--- config.mk ---
export PLATFORM = sky130hd
export DESIGN_NAME = lifo_pool_allocator_top
export DESIGN_NICKNAME = d
export VERILOG_FILES = /design/src/hw/rtl/lpa_pkg.sv /design/src/hw/rtl/lpa_ctrl.sv /design/src/hw/rtl/lpa_datapath.sv /design/src/hw/rtl/lifo_pool_allocator_top.sv
export SDC_FILE = /design/constraint.sdc
export NUM_CORES = 1
export LEC_CHECK = 0
export BUFFER_PORTS_ARGS = -buffer_cell sky130_fd_sc_hd__buf_2
export CAP_MARGIN = 20
export CORE_MARGIN = 1.5
export CORE_UTILIZATION = 45
export CTS_BUF_LIST = sky130_fd_sc_hd__clkbuf_16
export DETAILED_ROUTE_END_ITERATION = 12
export PLACE_DENSITY_LB_ADDON = 0.1
export REMOVE_ABC_BUFFERS = 1
export SYNTH_ARGS = -nofsm -noshare
export SYNTH_HDL_FRONTEND = slang
export SYNTH_HIERARCHICAL = 1
export SYNTH_SLANG_ARGS = --single-unit
--- constraint.sdc ---
create_clock -name clk -period 22.6 [get_ports clk]
set_clock_uncertainty 0.2 [all_clocks]
set_input_delay 2.26 -clock clk [delete_from_list [all_inputs] [get_ports clk]]
set_output_delay 2.26 -clock clk [all_outputs]
set_load 0.01 [all_outputs]
--- src/hw/rtl/lpa_pkg.sv ---
// ----------------------------------------------------------------------------
// lpa_pkg
// Shared types, codes and defaults for the LIFO pool allocator.
// ----------------------------------------------------------------------------
package lpa_pkg;

  localparam int unsigned DEF_POOL_LIMIT = 65536;
  localparam int unsigned DEF_ADDR_WIDTH = 32;

  localparam int unsigned LEN_W     = 17;   // byte counts and offsets
  localparam int unsigned ADDR_W    = 32;   // address fields
  localparam int unsigned RND_W     = LEN_W + 1;  // rounded byte count
  localparam int unsigned CFG_IDX_W = 3;
  localparam int unsigned CFG_DAT_W = 32;
  localparam int unsigned NUM_POOLS = 3;

  localparam logic [LEN_W-1:0] SIZE_RESET = 17'd65536;
  localparam logic [RND_W-1:0] GRAN_LOW   = 18'd7;

  // action codes
  localparam logic [1:0] ACT_ALLOC   = 2'd0;
  localparam logic [1:0] ACT_FREE    = 2'd1;
  localparam logic [1:0] ACT_MARK    = 2'd2;
  localparam logic [1:0] ACT_RELEASE = 2'd3;

  // pool select code that names no pool
  localparam logic [1:0] POOL_BAD = 2'd3;

  // result status codes
  localparam logic [1:0] STS_OK       = 2'd0;
  localparam logic [1:0] STS_NO_SPACE = 2'd1;
  localparam logic [1:0] STS_IGNORED  = 2'd2;
  localparam logic [1:0] STS_BAD_POOL = 2'd3;

  // configuration register indexes
  localparam logic [CFG_IDX_W-1:0] REG_NORMAL_BASE   = 3'd0;
  localparam logic [CFG_IDX_W-1:0] REG_FAST_BASE     = 3'd1;
  localparam logic [CFG_IDX_W-1:0] REG_UNCACHED_BASE = 3'd2;
  localparam logic [CFG_IDX_W-1:0] REG_NORMAL_SIZE   = 3'd3;
  localparam logic [CFG_IDX_W-1:0] REG_FAST_SIZE     = 3'd4;
  localparam logic [CFG_IDX_W-1:0] REG_UNCACHED_SIZE = 3'd5;

  typedef struct packed {
    logic [1:0]        action;
    logic [1:0]        pool;
    logic [LEN_W-1:0]  req_bytes;
    logic [ADDR_W-1:0] free_address;
    logic [LEN_W-1:0]  mark_offset;
  } in_item_t;

  typedef struct packed {
    logic [1:0]        status;
    logic [ADDR_W-1:0] block_address;
    logic [LEN_W-1:0]  top_offset;
    logic [LEN_W-1:0]  free_bytes;
    logic [LEN_W-1:0]  peak_bytes;
  } out_item_t;

  typedef enum logic [1:0] {
    ST_IDLE,
    ST_EXEC,
    ST_WRAP
  } ctrl_state_t;

  typedef struct packed {
    logic load_req;   // capture the incoming item
    logic exec;       // evaluate the request and update the pool
    logic load_out;   // move the result into the output register
  } lpa_cmd_t;

  typedef struct packed {
    logic out_free;   // output register empty or draining this cycle
    logic out_valid;  // output register holds an item
  } lpa_sts_t;

endpackage

--- src/hw/rtl/lpa_ctrl.sv ---
// ----------------------------------------------------------------------------
// lpa_ctrl
// Sequencer: accept an item, execute it, then hand the result to the output.
// ----------------------------------------------------------------------------
module lpa_ctrl (
  input  logic            clk,
  input  logic            rst_n,
  input  logic            in_valid,
  output logic            in_ready,
  input  lpa_pkg::lpa_sts_t sts,
  output lpa_pkg::lpa_cmd_t cmd
);
  import lpa_pkg::*;

  ctrl_state_t state_r, state_nxt;

  always_ff @(posedge clk) begin
    if (!rst_n) begin
      state_r <= ST_IDLE;
    end else begin
      state_r <= state_nxt;
    end
  end

  always_comb begin
    state_nxt    = state_r;
    cmd          = '0;
    in_ready     = 1'b0;
    case (state_r)
      ST_IDLE: begin
        in_ready = 1'b1;
        if (in_valid) begin
          cmd.load_req = 1'b1;
          state_nxt    = ST_EXEC;
        end
      end
      ST_EXEC: begin
        cmd.exec  = 1'b1;
        state_nxt = ST_WRAP;
      end
      ST_WRAP: begin
        // hold until the output register can take the result
        if (sts.out_free) begin
          cmd.load_out = 1'b1;
          state_nxt    = ST_IDLE;
        end
      end
      default: begin
        state_nxt = ST_IDLE;
      end
    endcase
  end

endmodule

--- src/hw/rtl/lpa_datapath.sv ---
// ----------------------------------------------------------------------------
// lpa_datapath
// Pool registers, configuration registers, request evaluation, output stage.
// ----------------------------------------------------------------------------
module lpa_datapath #(
  parameter int unsigned POOL_LIMIT = lpa_pkg::DEF_POOL_LIMIT,
  parameter int unsigned ADDR_WIDTH = lpa_pkg::DEF_ADDR_WIDTH
) (
  input  logic                             clk,
  input  logic                             rst_n,
  input  lpa_pkg::in_item_t                in_data,
  input  logic                             cfg_valid,
  input  logic [lpa_pkg::CFG_IDX_W-1:0]    cfg_index,
  input  logic [lpa_pkg::CFG_DAT_W-1:0]    cfg_data,
  input  logic                             out_ready,
  output logic                             out_valid,
  output lpa_pkg::out_item_t               out_data,
  input  lpa_pkg::lpa_cmd_t                cmd,
  output lpa_pkg::lpa_sts_t                sts
);
  import lpa_pkg::*;

  // top offsets never exceed the smaller of the limit and the size register range
  localparam int unsigned SIZE_MAX = (1 << LEN_W) - 1;
  localparam int unsigned CAP      = (POOL_LIMIT < SIZE_MAX) ? POOL_LIMIT : SIZE_MAX;
  localparam int unsigned TOP_W    = $clog2(CAP + 1);
  localparam int unsigned LIM_W    = $clog2(POOL_LIMIT + 1) > LEN_W ?
                                     $clog2(POOL_LIMIT + 1) : LEN_W;
  localparam logic [LIM_W-1:0] LIMIT_V = LIM_W'(POOL_LIMIT);

  // configuration
  logic [ADDR_W-1:0] base_r [NUM_POOLS];
  logic [LEN_W-1:0]  size_r [NUM_POOLS];

  // pool state
  logic [TOP_W-1:0]  top_r  [NUM_POOLS];
  logic [TOP_W-1:0]  peak_r [NUM_POOLS];

  // request and intermediate result
  in_item_t          req_r;
  logic [1:0]        res_status_r;
  logic [ADDR_WIDTH-1:0] res_addr_r;
  logic [TOP_W-1:0]  res_top_r;
  logic [TOP_W-1:0]  res_peak_r;
  logic [TOP_W-1:0]  eff_r;

  // output stage
  out_item_t         out_r;
  logic              out_valid_r, out_valid_nxt;

  // evaluation signals
  logic              bad;
  logic [1:0]        pi;
  logic [ADDR_W-1:0] base_sel;
  logic [LIM_W-1:0]  size_ext;
  logic [TOP_W-1:0]  eff;
  logic [TOP_W-1:0]  top;
  logic [TOP_W-1:0]  peak;
  logic [TOP_W-1:0]  free_cur;
  logic [RND_W-1:0]  rounded;
  logic              fits;
  logic [TOP_W-1:0]  alloc_top;
  logic [ADDR_WIDTH-1:0] top_addr;
  logic [ADDR_WIDTH-1:0] free_end;
  logic              free_ok;
  logic [TOP_W-1:0]  cap;
  logic [LEN_W-1:0]  mark_al;
  logic [TOP_W-1:0]  mark_top;
  logic [1:0]        status_nxt;
  logic [ADDR_WIDTH-1:0] addr_nxt;
  logic [TOP_W-1:0]  top_nxt;
  logic [TOP_W-1:0]  peak_nxt;
  logic [TOP_W-1:0]  free_out;

  always_comb begin
    bad      = (req_r.pool == POOL_BAD);
    pi       = bad ? 2'd0 : req_r.pool;
    base_sel = {base_r[pi][ADDR_W-1:3], 3'b000};
    size_ext = LIM_W'(size_r[pi]);
    eff      = (size_ext > LIMIT_V) ? TOP_W'(LIMIT_V) : TOP_W'(size_ext);
    top      = top_r[pi];
    peak     = peak_r[pi];
    free_cur = (eff > top) ? eff - top : '0;
    rounded  = (RND_W'(req_r.req_bytes) + GRAN_LOW) & ~GRAN_LOW;
    fits     = (rounded <= RND_W'(free_cur));
    alloc_top = top + TOP_W'(rounded);
    top_addr = ADDR_WIDTH'(base_sel) + ADDR_WIDTH'(top);
    free_end = ADDR_WIDTH'(req_r.free_address) + ADDR_WIDTH'(rounded);
    free_ok  = (rounded <= RND_W'(top)) && (free_end == top_addr);
    cap      = eff & ~TOP_W'(7);
    mark_al  = req_r.mark_offset & ~LEN_W'(7);
    mark_top = (mark_al > LEN_W'(cap)) ? cap : TOP_W'(mark_al);

    status_nxt = STS_OK;
    addr_nxt   = '0;
    top_nxt    = top;
    peak_nxt   = peak;
    case (req_r.action)
      ACT_ALLOC: begin
        if (fits) begin
          addr_nxt = top_addr;
          top_nxt  = alloc_top;
          if (alloc_top > peak) begin
            peak_nxt = alloc_top;
          end
        end else begin
          status_nxt = STS_NO_SPACE;
        end
      end
      ACT_FREE: begin
        if (free_ok) begin
          top_nxt = top - TOP_W'(rounded);
        end else begin
          status_nxt = STS_IGNORED;
        end
      end
      ACT_RELEASE: begin
        top_nxt = mark_top;
      end
      default: begin
        // mark: report only
      end
    endcase

    free_out = (eff_r > res_top_r) ? eff_r - res_top_r : '0;
  end

  // configuration registers
  always_ff @(posedge clk) begin
    if (!rst_n) begin
      for (int i = 0; i < NUM_POOLS; i++) begin
        base_r[i] <= '0;
        size_r[i] <= SIZE_RESET;
      end
    end else if (cfg_valid) begin
      case (cfg_index)
        REG_NORMAL_BASE:   base_r[0] <= cfg_data;
        REG_FAST_BASE:     base_r[1] <= cfg_data;
        REG_UNCACHED_BASE: base_r[2] <= cfg_data;
        REG_NORMAL_SIZE:   size_r[0] <= cfg_data[LEN_W-1:0];
        REG_FAST_SIZE:     size_r[1] <= cfg_data[LEN_W-1:0];
        REG_UNCACHED_SIZE: size_r[2] <= cfg_data[LEN_W-1:0];
        default: begin
          // drop writes beyond the register list
        end
      endcase
    end
  end

  // pool state
  always_ff @(posedge clk) begin
    if (!rst_n) begin
      for (int i = 0; i < NUM_POOLS; i++) begin
        top_r[i]  <= '0;
        peak_r[i] <= '0;
      end
    end else if (cmd.exec && !bad) begin
      top_r[pi]  <= top_nxt;
      peak_r[pi] <= peak_nxt;
    end
  end

  // request capture and intermediate result
  always_ff @(posedge clk) begin
    if (cmd.load_req) begin
      req_r <= in_data;
    end
    if (cmd.exec) begin
      if (bad) begin
        res_status_r <= STS_BAD_POOL;
        res_addr_r   <= '0;
        res_top_r    <= '0;
        res_peak_r   <= '0;
        eff_r        <= '0;
      end else begin
        res_status_r <= status_nxt;
        res_addr_r   <= addr_nxt;
        res_top_r    <= top_nxt;
        res_peak_r   <= peak_nxt;
        eff_r        <= eff;
      end
    end
  end

  // output register
  always_comb begin
    out_valid_nxt = out_valid_r;
    if (cmd.load_out) begin
      out_valid_nxt = 1'b1;
    end else if (out_ready) begin
      out_valid_nxt = 1'b0;
    end
  end

  always_ff @(posedge clk) begin
    if (!rst_n) begin
      out_valid_r <= 1'b0;
    end else begin
      out_valid_r <= out_valid_nxt;
    end
  end

  always_ff @(posedge clk) begin
    if (cmd.load_out) begin
      out_r.status        <= res_status_r;
      out_r.block_address <= ADDR_W'(res_addr_r);
      out_r.top_offset    <= LEN_W'(res_top_r);
      out_r.free_bytes    <= LEN_W'(free_out);
      out_r.peak_bytes    <= LEN_W'(res_peak_r);
    end
  end

  assign out_valid     = out_valid_r;
  assign out_data      = out_r;
  assign sts.out_free  = !out_valid_r || out_ready;
  assign sts.out_valid = out_valid_r;

endmodule

--- src/hw/rtl/lifo_pool_allocator_top.sv ---
// ----------------------------------------------------------------------------
// lifo_pool_allocator_top
// Three-pool stack allocator with alloc, top-only free, mark and release.
//
//   channel  direction  handshake              payload
//   in_      input      in_valid / in_ready    in_data   (lpa_pkg::in_item_t)
//   out_     output     out_valid / out_ready  out_data  (lpa_pkg::out_item_t)
//   cfg_     input      cfg_valid / cfg_ready  cfg_index, cfg_data
//
// An item is accepted, executed against the selected pool's top register,
// then loaded into the output register; the controller accepts no new item
// until the current one has been loaded into the output register.
// A result waiting in the output register does not block the next accept;
// a stalled out_ready holds the following item in its last step.
// Reset (rst_n, synchronous) empties all pools and restores config defaults.
// Configuration writes are always taken (cfg_ready is held high).
// ----------------------------------------------------------------------------
module lifo_pool_allocator_top #(
  parameter int unsigned POOL_LIMIT = lpa_pkg::DEF_POOL_LIMIT,
  parameter int unsigned ADDR_WIDTH = lpa_pkg::DEF_ADDR_WIDTH
) (
  input  logic                          clk,
  input  logic                          rst_n,
  input  logic                          in_valid,
  output logic                          in_ready,
  input  lpa_pkg::in_item_t             in_data,
  output logic                          out_valid,
  input  logic                          out_ready,
  output lpa_pkg::out_item_t            out_data,
  input  logic                          cfg_valid,
  output logic                          cfg_ready,
  input  logic [lpa_pkg::CFG_IDX_W-1:0] cfg_index,
  input  logic [lpa_pkg::CFG_DAT_W-1:0] cfg_data
);
  import lpa_pkg::*;

  lpa_cmd_t cmd;
  lpa_sts_t sts;

  assign cfg_ready = 1'b1;

  lpa_ctrl u_ctrl (
    .clk      (clk),
    .rst_n    (rst_n),
    .in_valid (in_valid),
    .in_ready (in_ready),
    .sts      (sts),
    .cmd      (cmd)
  );

  lpa_datapath #(
    .POOL_LIMIT (POOL_LIMIT),
    .ADDR_WIDTH (ADDR_WIDTH)
  ) u_datapath (
    .clk       (clk),
    .rst_n     (rst_n),
    .in_data   (in_data),
    .cfg_valid (cfg_valid),
    .cfg_index (cfg_index),
    .cfg_data  (cfg_data),
    .out_ready (out_ready),
    .out_valid (out_valid),
    .out_data  (out_data),
    .cmd       (cmd),
    .sts       (sts)
  );

`ifndef SYNTHESIS
  // one item in flight: no accept right after an accept
  a_single_item: assert property (@(posedge clk) disable iff (!rst_n)
    (in_valid && in_ready) |=> !in_ready)
    else $error("second item accepted while one is in flight");

  // a result never overwrites one that has not been taken
  a_no_overwrite: assert property (@(posedge clk) disable iff (!rst_n)
    cmd.load_out |-> (!sts.out_valid || out_ready))
    else $error("output register overwritten");

  // an accept leads to execution in the next cycle
  a_exec_follows: assert property (@(posedge clk) disable iff (!rst_n)
    cmd.load_req |=> cmd.exec)
    else $error("accepted item not executed");

  // a loaded result is presented on the output
  a_out_shown: assert property (@(posedge clk) disable iff (!rst_n)
    cmd.load_out |=> out_valid)
    else $error("loaded result not presented");
`endif

endmodule
# Yosys cells after proc, flatten, opt, wreduce, memory -nomap -nowiden
# Memories as Yosys holds them, arrays and structs flattened.
# Index checks and enable logic that the tools add are counted.
word_totals:
  ff_bits: 243
  mem_bits_rw: 249
  elab_cells: 133
  memories: 4
memory_table:
  columns: ["memory", "depth", "width", "read_ports", "rd_clocked_by_memory_dff", "write_ports", "line_no", "rtl"]
  rows:
  - ["u_datapath.base_r", 3, 32, 1, 0, 3, "lpa_datapath.sv:32", "logic [ADDR_W-1:0] base_r [NUM_POOLS];"]
  - ["u_datapath.peak_r", 3, 17, 1, 0, 3, "lpa_datapath.sv:37", "logic [TOP_W-1:0] peak_r [NUM_POOLS];"]
  - ["u_datapath.size_r", 3, 17, 1, 0, 3, "lpa_datapath.sv:33", "logic [LEN_W-1:0] size_r [NUM_POOLS];"]
  - ["u_datapath.top_r", 3, 17, 1, 0, 3, "lpa_datapath.sv:36", "logic [TOP_W-1:0] top_r [NUM_POOLS];"]
op_classes:
  add_sub_neg: 7
  n_lt_le_gt_ge: 7
  n_eq_ne: 13
  muxes: 64
  bitwise: 8
  reduce_logical: 13
op_table:
  columns: ["cell", "n"]
  rows:
  - ["$mux 17", 13]
  - ["$mux 32", 3]
  - ["$gt 17x17->1", 4]
  - ["$pmux 17 s3", 1]
  - ["$sub 17x17->17", 3]
  - ["$mux 1", 39]
  - ["$le 18x17->1", 2]
  - ["$reduce_or 17->1", 2]
  - ["$add 32x17->32", 1]
  - ["$add 32x18->32", 1]
  - ["$eq 32x32->1", 1]
  - ["$add 17x3->18 const B", 1]
  - ["$add 17x17->17", 1]
  - ["$gt 17x17->1 const B", 1]
  - ["$mux 2", 6]
  - ["$eq 2x2->1 const B", 3]
  - ["$eq 3x2->1 const B", 2]
  - ["$eq 3x3->1 const B", 2]
  - ["$or 1x1->1", 6]
  - ["$pmux 2 s3", 1]
  - ["$eq 2x1->1 const B", 2]
  - ["$logic_not 2->1", 2]
  - ["$ne 2x2->1 const B", 2]
  - ["$pmux 2 s2", 1]
  - ["other kinds (9)", 12]

# Logic depth before layout (Yosys ltp)
# Gate-level depths: netlist of run 1.
# An unclocked memory read counts as a cell.
logic_depth:
  ltp_word: 11
  depth_mapped: 36
  ltp_nobuf: 30

# Modules after synthesis
# Netlist of run 1, hierarchy kept.
modules_own_cells:
  columns: ["module", "instances", "cells_per_inst", "area_per_inst_um2"]
  rows:
  - ["lpa_datapath", 1, 2245, 27191.1]
  - ["lpa_ctrl", 1, 9, 95.1]
  - ["lifo_pool_allocator_top", 1, 2, 11.3]

# Worst setup path before layout of run 1
# No wires, ideal clock.
synth_timing:
  kind: "reg-to-reg"
  start: "reg u_datapath/req_r[66] (netlist bit)"
  end: "mem u_datapath/top_r[2][12] (netlist bit) (data pin)"
  setup_ns: 0.270
  arrival_time_ns: 7.599
  slack_ns: 14.531
  path_stages_with_launch: 35
  n_path_buf: 10
  cell_sequence: "edfxtp_1 > inv_1 > ha_1 > clkbuf_1 > buf_1 > clkbuf_1 > buf_1 > clkbuf_1 > clkbuf_1 > clkbuf_1 > o21a_1 > nor2_1 > ha_1 > nor2b_1 > o21ai_0 > a2111oi_0 > nor3_1 > a21oi_1 > o21a_1 > clkbuf_1 > nand2_1 > ha_1 > a21o_1 > a21o_1 > a21o_1 > a21o_1 > a21oi_1 > nor3_1 > a2bb2oi_1 > nor4_1 > clkbuf_1 > clkbuf_1 > nor2_1 > a21oi_1 > a21oi_1"
synth_lines:
  columns: ["element", "line_no", "rtl"]
  rows:
  - ["start, declared", "lpa_datapath.sv:40", "in_item_t req_r;"]
  - ["start signal, assigned", "lpa_datapath.sv:166", "req_r <= in_data;"]
  - ["end, declared", "lpa_datapath.sv:36", null]

==> results of run 1 <==
sequential cells by signal, indices dropped and copies added, names as in the netlist:
| signal | flops |
|---|---|
| u_datapath/res_addr_r | 32 |
| u_datapath/out_valid | 1 |
| u_datapath/res_status_r | 2 |
| u_datapath/eff_r | 17 |
| u_datapath/top_r | 68 |
| u_ctrl/state_r | 2 |
| u_datapath/out_data | 85 |
| u_datapath/req_r | 53 |
| u_datapath/res_peak_r | 17 |
| u_datapath/mark_al | 14 |
| u_datapath/size_r | 51 |
| u_datapath/peak_r | 68 |
| u_datapath/res_top_r | 17 |
| u_datapath/base_r | 87 |
layer usage:
| layer | share of wire [%] | up-vias |
|---|---|---|
| met5 | 0 | - |
| met4 | 2.9 | 0 |
| met3 | 5.0 | 116 |
| met2 | 48 | 546 |
| met1 | 44 | 9121 |
| li1 | - | 8820 |
worst max-delay path: cells and delay by family, from the launching register on:
kind	cells	cell delay, ns
xor+xnor	1	0.16
fa+ha+maj	3	1.14
buf+inv	6	1.57
mux	1	0.65
flops	1	0.50
compound gates	12	3.02
simple gates	8	1.67
metrics by stage:
stage               util (%)  area, um^2  setup slack (ns)  power (mW)  hold slack (ns)
global placement        48.6       29200             13.51        1.76            0.201
detailed placement      48.6       29200             13.47        1.77            0.205
global route            51.7       31100             12.64        2.80            0.224
finish                  51.7       31100             13.30        2.68            0.213
floorplan                  -       26900              9.48        1.57            0.200
CTS                     51.7       31100             13.47        2.70            0.221
layout by cell type, fill, tap and decap left out, types with 11 or more instances in the layout:
cell	instances
edfxtp_1	511
a21oi_1	215
buf_2	193
nand2_1	167
nor2_1	152
ha_1	152
inv_1	134
o21ai_0	95
xnor2_1	83
clkbuf_16	55
mux2i_1	54
and2_1	50
nand3_1	44
nor3_1	42
xor2_1	38
buf_4	36
mux4_2	32
a21o_1	28
o21a_1	27
nand4_1	24
a31oi_1	23
nand2b_1	21
and3_1	21
nor2b_1	19
o21bai_1	16
a211oi_1	16
mux2_2	14
o41ai_1	12
or2_2	11
o311ai_0	11
power groups by stage:
| stage | logic [mW] | clock network [mW] | registers [mW] |
|---|---|---|---|
| after detailed placement | 0.611 | 0 | 1.15 |
| after CTS | 0.615 | 0.950 | 1.13 |
| after global placement | 0.604 | 0 | 1.15 |
| final | 0.617 | 0.931 | 1.13 |
| after floorplan | 0.417 | 0 | 1.15 |
| after global routing | 0.676 | 0.987 | 1.14 |
final cells by class:
class,instances,area [um^2],area share (%)
repair buffers,229,1240,3.98
well taps,782,978,3.15
flip-flops and latches,514,15400,49.5
clock buffers,55,1380,4.43
multi-input cells,1528,11100,35.8
inverters,129,484,1.56
clock inverters,44,488,1.57
diodes,1,2.50,0.00805
how the worst min path moves through the flow:
stage                          startpoint                      end  slack (ns)  cells past startpoint
5_1_grt        u_datapath/res_status_r[1]  u_datapath/out_data[84]        0.22                      0
6_report        u_datapath/res_peak_r[15]  u_datapath/out_data[15]        0.21                      0
3_3_place_gp     u_datapath/res_peak_r[5]   u_datapath/out_data[5]        0.20                      0
3_5_place_dp     u_datapath/res_addr_r[8]  u_datapath/out_data[59]        0.20                      0
2_1_floorplan    u_datapath/res_peak_r[0]   u_datapath/out_data[0]        0.20                      0
4_1_cts        u_datapath/res_status_r[1]  u_datapath/out_data[84]        0.22                      0
==> results.md, run 1 <==
- Clock-pin slew on the worst setup and hold paths: 0.07 ns
- Layout cells sized above 1: 16.3%
- Sw Share: 29.3%
- Synth warn: 6
- Routed WL per cell: 23.0 um
- Worst EP arrival: 9.41 ns
- Drt first-iter violations: 1232
- Worst-path fanout max: 34
- Synth Instances: 2255
- Worst Max-Slew Pin Slew: 1.01 ns
- Max-Cap Viols: 0
- Via/cell ratio: 5.67
- Worst ir drop on vdd: a little under 0.07 mV
- Final Slew Violations: 0
- Synthesized cell area: 0.0273 mm^2
- Met3 Usage GRT: under 10%
- Clock root cell: clkbuf_16
- Hold Path Class: reg -> reg
- Critical Path Slowest Stage Cell: mux2i_1
- Critical Path Source Type: flip-flop
- Syn_area_per_cell: 12.1 um^2
- CTS Buf Count: 53
- Layout area overhead: 14.0%
- CP startpoint: u_datapath/req_r[66]
- Crit Path Class: reg -> reg
- Comb pwr share: between 20 and 25%
- Hold buffer count at cts: 0
- Die area: 0.0621 mm^2
- Maximum clock path buffer count: 3
- Setup TNS: 0 ns
- Reg2reg start: u_datapath/req_r[66]
- Reg2reg setup slack: between 10 and 15 ns
- Final GP Congestion: between 0.8 and 0.9
- # fillers: 5333
- Final non-filler cell total: 3282
- Clock Sinks: roughly 500
- RSZ-0062 raised after global routing: no
- # setup viols final: 0
- PwrDens: 86.3 mW/mm^2
- Part of the cycle the worst path needs: 41.1%
- Buffers on Ports: between 150 and 200
- H-tree Lvls: 2
- Via count: 18600
- Peak Freq: 108 MHz
- 1st-pass router iterations: 5
- Slowest Stage Delay on Critical Path: 0.65 ns
- GRT met1 Usage: 32.6%
- Initial antenna violation count: 0
- First-pass GRT wire length: approximately 110000 um
- Final hold vios: 0
- Largest net degree at the start of global routing: 69
- Core ar.: 0.0601 mm^2
- DRT antenna net count: 0
- # nets final: roughly 2700
- P_sw: a little under 0.8 mW
- Routed wire length: between 70000 and 80000 um
- # resized after CTS: 0
- P_leak: ~12 nW
- Post-CTS Setup Bufs: 0
- GR peak layer: met2
- Initial core utilization: between 40% and 50%
- Relative slew slack: between 30% and 40%
- CP Data Required Time: 22.71 ns
- Residual DRC: 0
- Die height: around 250 um
- Status: finished clean
- FF-to-FF End: u_datapath/peak_r[0][16]
- GRT Total Usage: 24.1%
- Met2 Usage GRT: 40.6%
- Worst-skew pair later-pin latency: between 0.6 and 0.7 ns
- Io pins: 198
- Rows: 90
- Placed insts: 3182
- CP Capture Type: flip-flop
- Total gr overflow: 0
- CTS tree: built
- DP Wirelength: 54200 um
- Min Clock Period, post-route: 9.30 ns
- Worst reg-to-reg path cell count: 31
- Vias in the first global route: about 19000
- CP Capture Point: u_datapath/peak_r[0][16]
- Sequential Power Share: 42.3%
- Crit path top cell by count: buf_4
- Die width: 249 um
- Clock network fraction of total power: 34.7%
- Power Internal: between 1.5 and 2 mW
No activity file was read; power rests on OpenSTA's default activity.
==> run 2: changes to the inputs <==
==> constraint.sdc (replaced) <==
create_clock -name clk -period 8 [get_ports clk]
set_clock_uncertainty 0.2 [all_clocks]
set_input_delay 0.8 -clock clk [delete_from_list [all_inputs] [get_ports clk]]
set_output_delay 0.8 -clock clk [all_outputs]
set_load 0.01 [all_outputs]
==> run 2 against run 1 <==
Sequential share of layout area decreased by 0.54 points. Critical endpoint is now u_datapath/res_top_r[8]. Largest cell class unchanged. Global-route usage grew 0.062 points. Worst hold slack worse by 0.046 ns. Sequential power grew to 2.8 times the previous value. First-iteration DRC count grew 18%. Design area is 1.1% higher. Combinational power grew to 2.9 times the previous value. Largest power group unchanged. Final cell count up 1.5%.
==> results.md, run 2 (synthesis results as in run 1) <==
- Clock network fraction of total power: 32.7% (-2.0 points)
- Die height: 249 um (unchanged)
- Clock root cell: clkbuf_16
- P_leak: 12.2 nW (+1.5%)
- Final hold vios: 0 (unchanged)
- CP Data Required Time: 8.11 ns (-14.60 ns)
- First-pass GRT wire length: 113000 um (+0.23%)
- Max-Cap Viols: 0 (unchanged)
- Rows: 90 (unchanged)
- Initial antenna violation count: 0 (unchanged)
- Largest net degree at the start of global routing: 69 (unchanged)
- Routed wire length: 76200 um (+0.86%)
- 1st-pass router iterations: 5 (unchanged)
- Crit Path Class: reg -> reg
- Core ar.: 0.0601 mm^2 (unchanged)
- Residual DRC: 0 (unchanged)
- Crit path top cell by count: a21o_1
- Power Internal: 5.23 mW (+180%)
- Relative slew slack: 31.6% (-0.81 points)
- CTS Buf Count: 54 (+1.9%)
- Worst-skew pair later-pin latency: 0.61 ns (about the same)
- Final Slew Violations: 0 (unchanged)
- Vias in the first global route: 18300 (-1.6%)
- Min Clock Period, post-route: 7.43 ns (-1.87 ns)
- GRT Total Usage: 24.2% (+0.062 points)
- # setup viols final: 0 (unchanged)
- Final GP Congestion: 0.908 (+3.7%)
- DP Wirelength: 54900 um (+1.3%)
- P_sw: 2.25 mW (+190%)
- Worst-path fanout max: 17 (-50%)
- Initial core utilization: 45.4% (unchanged)
- Max reg flops: 87 (unchanged)
- Total gr overflow: 0 (unchanged)
- Pre-CTS WS: 0.264 ns (-13.21 ns)
- Crit-path leading delay family: compound AO/OA/AOI/OAI gates
- DRT antenna net count: 0 (unchanged)
- CTS tree: built
- CP Capture Type: flip-flop
- Worst ir drop on vdd: 0.145 mV (+110%)
- Hold Path Class: in -> reg
- Die area: 0.0621 mm^2 (unchanged)
- Most common cell after layout, fill and taps aside: edfxtp_1
- Io pins: 198 (unchanged)
- Layout cells sized above 1: 18.3% (+2.0 points)
- Biggest register: u_datapath/base_r
- Routed WL per cell: 22.9 um (-0.60%)
- Clock Sinks: 514 (unchanged)
- Final Util: 52.3% (+0.57 points)
- Critical Path Source Type: flip-flop
- Buffers on Ports: 193 (unchanged)
- Comb pwr share: 24.4% (+1.4 points)
- Critical Path Slowest Stage Cell: a31oi_1
- # nets final: 2773 (+1.7%)
- Part of the cycle the worst path needs: 92.8% (+52 points)
- Die width: 249 um (unchanged)
- Setup slack after layout: 0.572 ns (-12.73 ns)
- CP startpoint: u_datapath/req_r[67]
- Hold Startpoint: in_data[28]
- Worst EP arrival: 7.54 ns (-1.87 ns)
- Via count: 18800 (+1.1%)
- Hold buffer count at cts: 0 (unchanged)
- PwrDens: 238 mW/mm^2 (+180%)
- Worst Max-Slew Pin Slew: 1.03 ns (+0.0158 ns)
- H-tree Lvls: 2 (unchanged)
- Sequential Power Share: 42.9% (+0.6 points)
- Reg2reg start: u_datapath/req_r[67]
- Sw Share: 30.0% (+0.73 points)
- # diodes: 0 (-1)
- Clock-pin slew on the worst setup and hold paths: 0.06 ns (about the same)
- Maximum clock path buffer count: 3 (unchanged)
- Peak Freq: 135 MHz (+25%)
- Commonest non-fill, non-tap cells in the layout: edfxtp_1, a21oi_1, buf_2
- Drt first-iter violations: 1449 (+18%)
- Layout area overhead: 15.2%
- Status: finished clean
- Worst path bufs/invs: 3 (-3)
- Via/cell ratio: 5.65 (-0.39%)
- Slowest Stage Delay on Critical Path: 0.51 ns (-0.14 ns)
- RSZ-0062 raised after global routing: no
==> run 2: cell count changes in the layout (fill, tap and decap cells not counted), sizes merged <==
| cell | delta |
|---|---|
| clkbuf | +2 |
| inv | -1 |
| buf | +46 |
| clkinv | +11 |
| diode | -1 |
| bufinv | -7 |
| clkinvlp | -2 |
==> run 2: metrics by stage <==
stage / power [mW] / TNS, ns / instance area, um^2 / std cells / hold slack [ns]
floorplan: 4.42 / -819.04 / 26900 / 2171 / 0.200
global placement: 5.03 / 0 / 29600 / 3227 / 0.202
detailed placement: 5.05 / 0 / 29600 / 3228 / 0.205
CTS: 7.50 / 0 / 31400 / 3330 / 0.142
global route: 7.81 / 0 / 31400 / 3330 / 0.146
finish: 7.47 / 0 / 31400 / 3330 / 0.167
==> run 2: path summary, 6_finish.rpt <==
path | end | cells after the start | slack, ns
setup / recovery | u_datapath/res_top_r[8] | 31 | 0.57
hold / removal | u_datapath/req_r[28] | 1 | 0.17
setup reg to reg | u_datapath/res_top_r[8] | 31 | 0.57
hold reg to reg | u_datapath/out_data[76] | 0 | 0.21
==> run 2: worst reg2reg max path: cells and delay by family, from the launching register on <==
kind | cells | cell delay [ns]
xor gates and xnor gates | 1 | 0.19
buffers and inverters | 3 | 0.48
DFF | 1 | 0.38
muxes | 2 | 0.64
and+or+nand+nor | 8 | 1.38
AOI/OAI and AO/OA | 14 | 2.97
adders and majority gates | 3 | 0.91
==> run 2: per-layer routing <==
layer	up-vias	global-route usage, %	wire length, um
li1	8925	-	-
met1	9278	33.4	34000
met2	518	40.8	37200
met3	81	2.34	3330
met4	0	6.45	1650
met5	-	0	0
==> run 2: final cells by class <==
class | count | area (um^2)
clock inverters | 45 | 309
inverters | 129 | 484
well taps | 782 | 978
multi-input cells | 1528 | 11200
flip-flops and latches | 514 | 15400
clock buffers | 57 | 1430
fillers | 5301 | 28700
repair buffers | 275 | 1620
==> run 2: power groups by stage <==
stage / clock network, mW / registers, mW / logic [mW]
floorplan: 0 / 3.25 / 1.18
global placement: 0 / 3.26 / 1.76
detailed placement: 0 / 3.27 / 1.78
CTS: 2.50 / 3.21 / 1.79
global route: 2.61 / 3.22 / 1.99
finish: 2.44 / 3.21 / 1.82
==> run 2: what timing repair did <==
action                                  4_1_cts  5_1_grt
buffers inserted                              0        0
endpoints found under the setup margin        0      176
gates resized for setup                       0       31
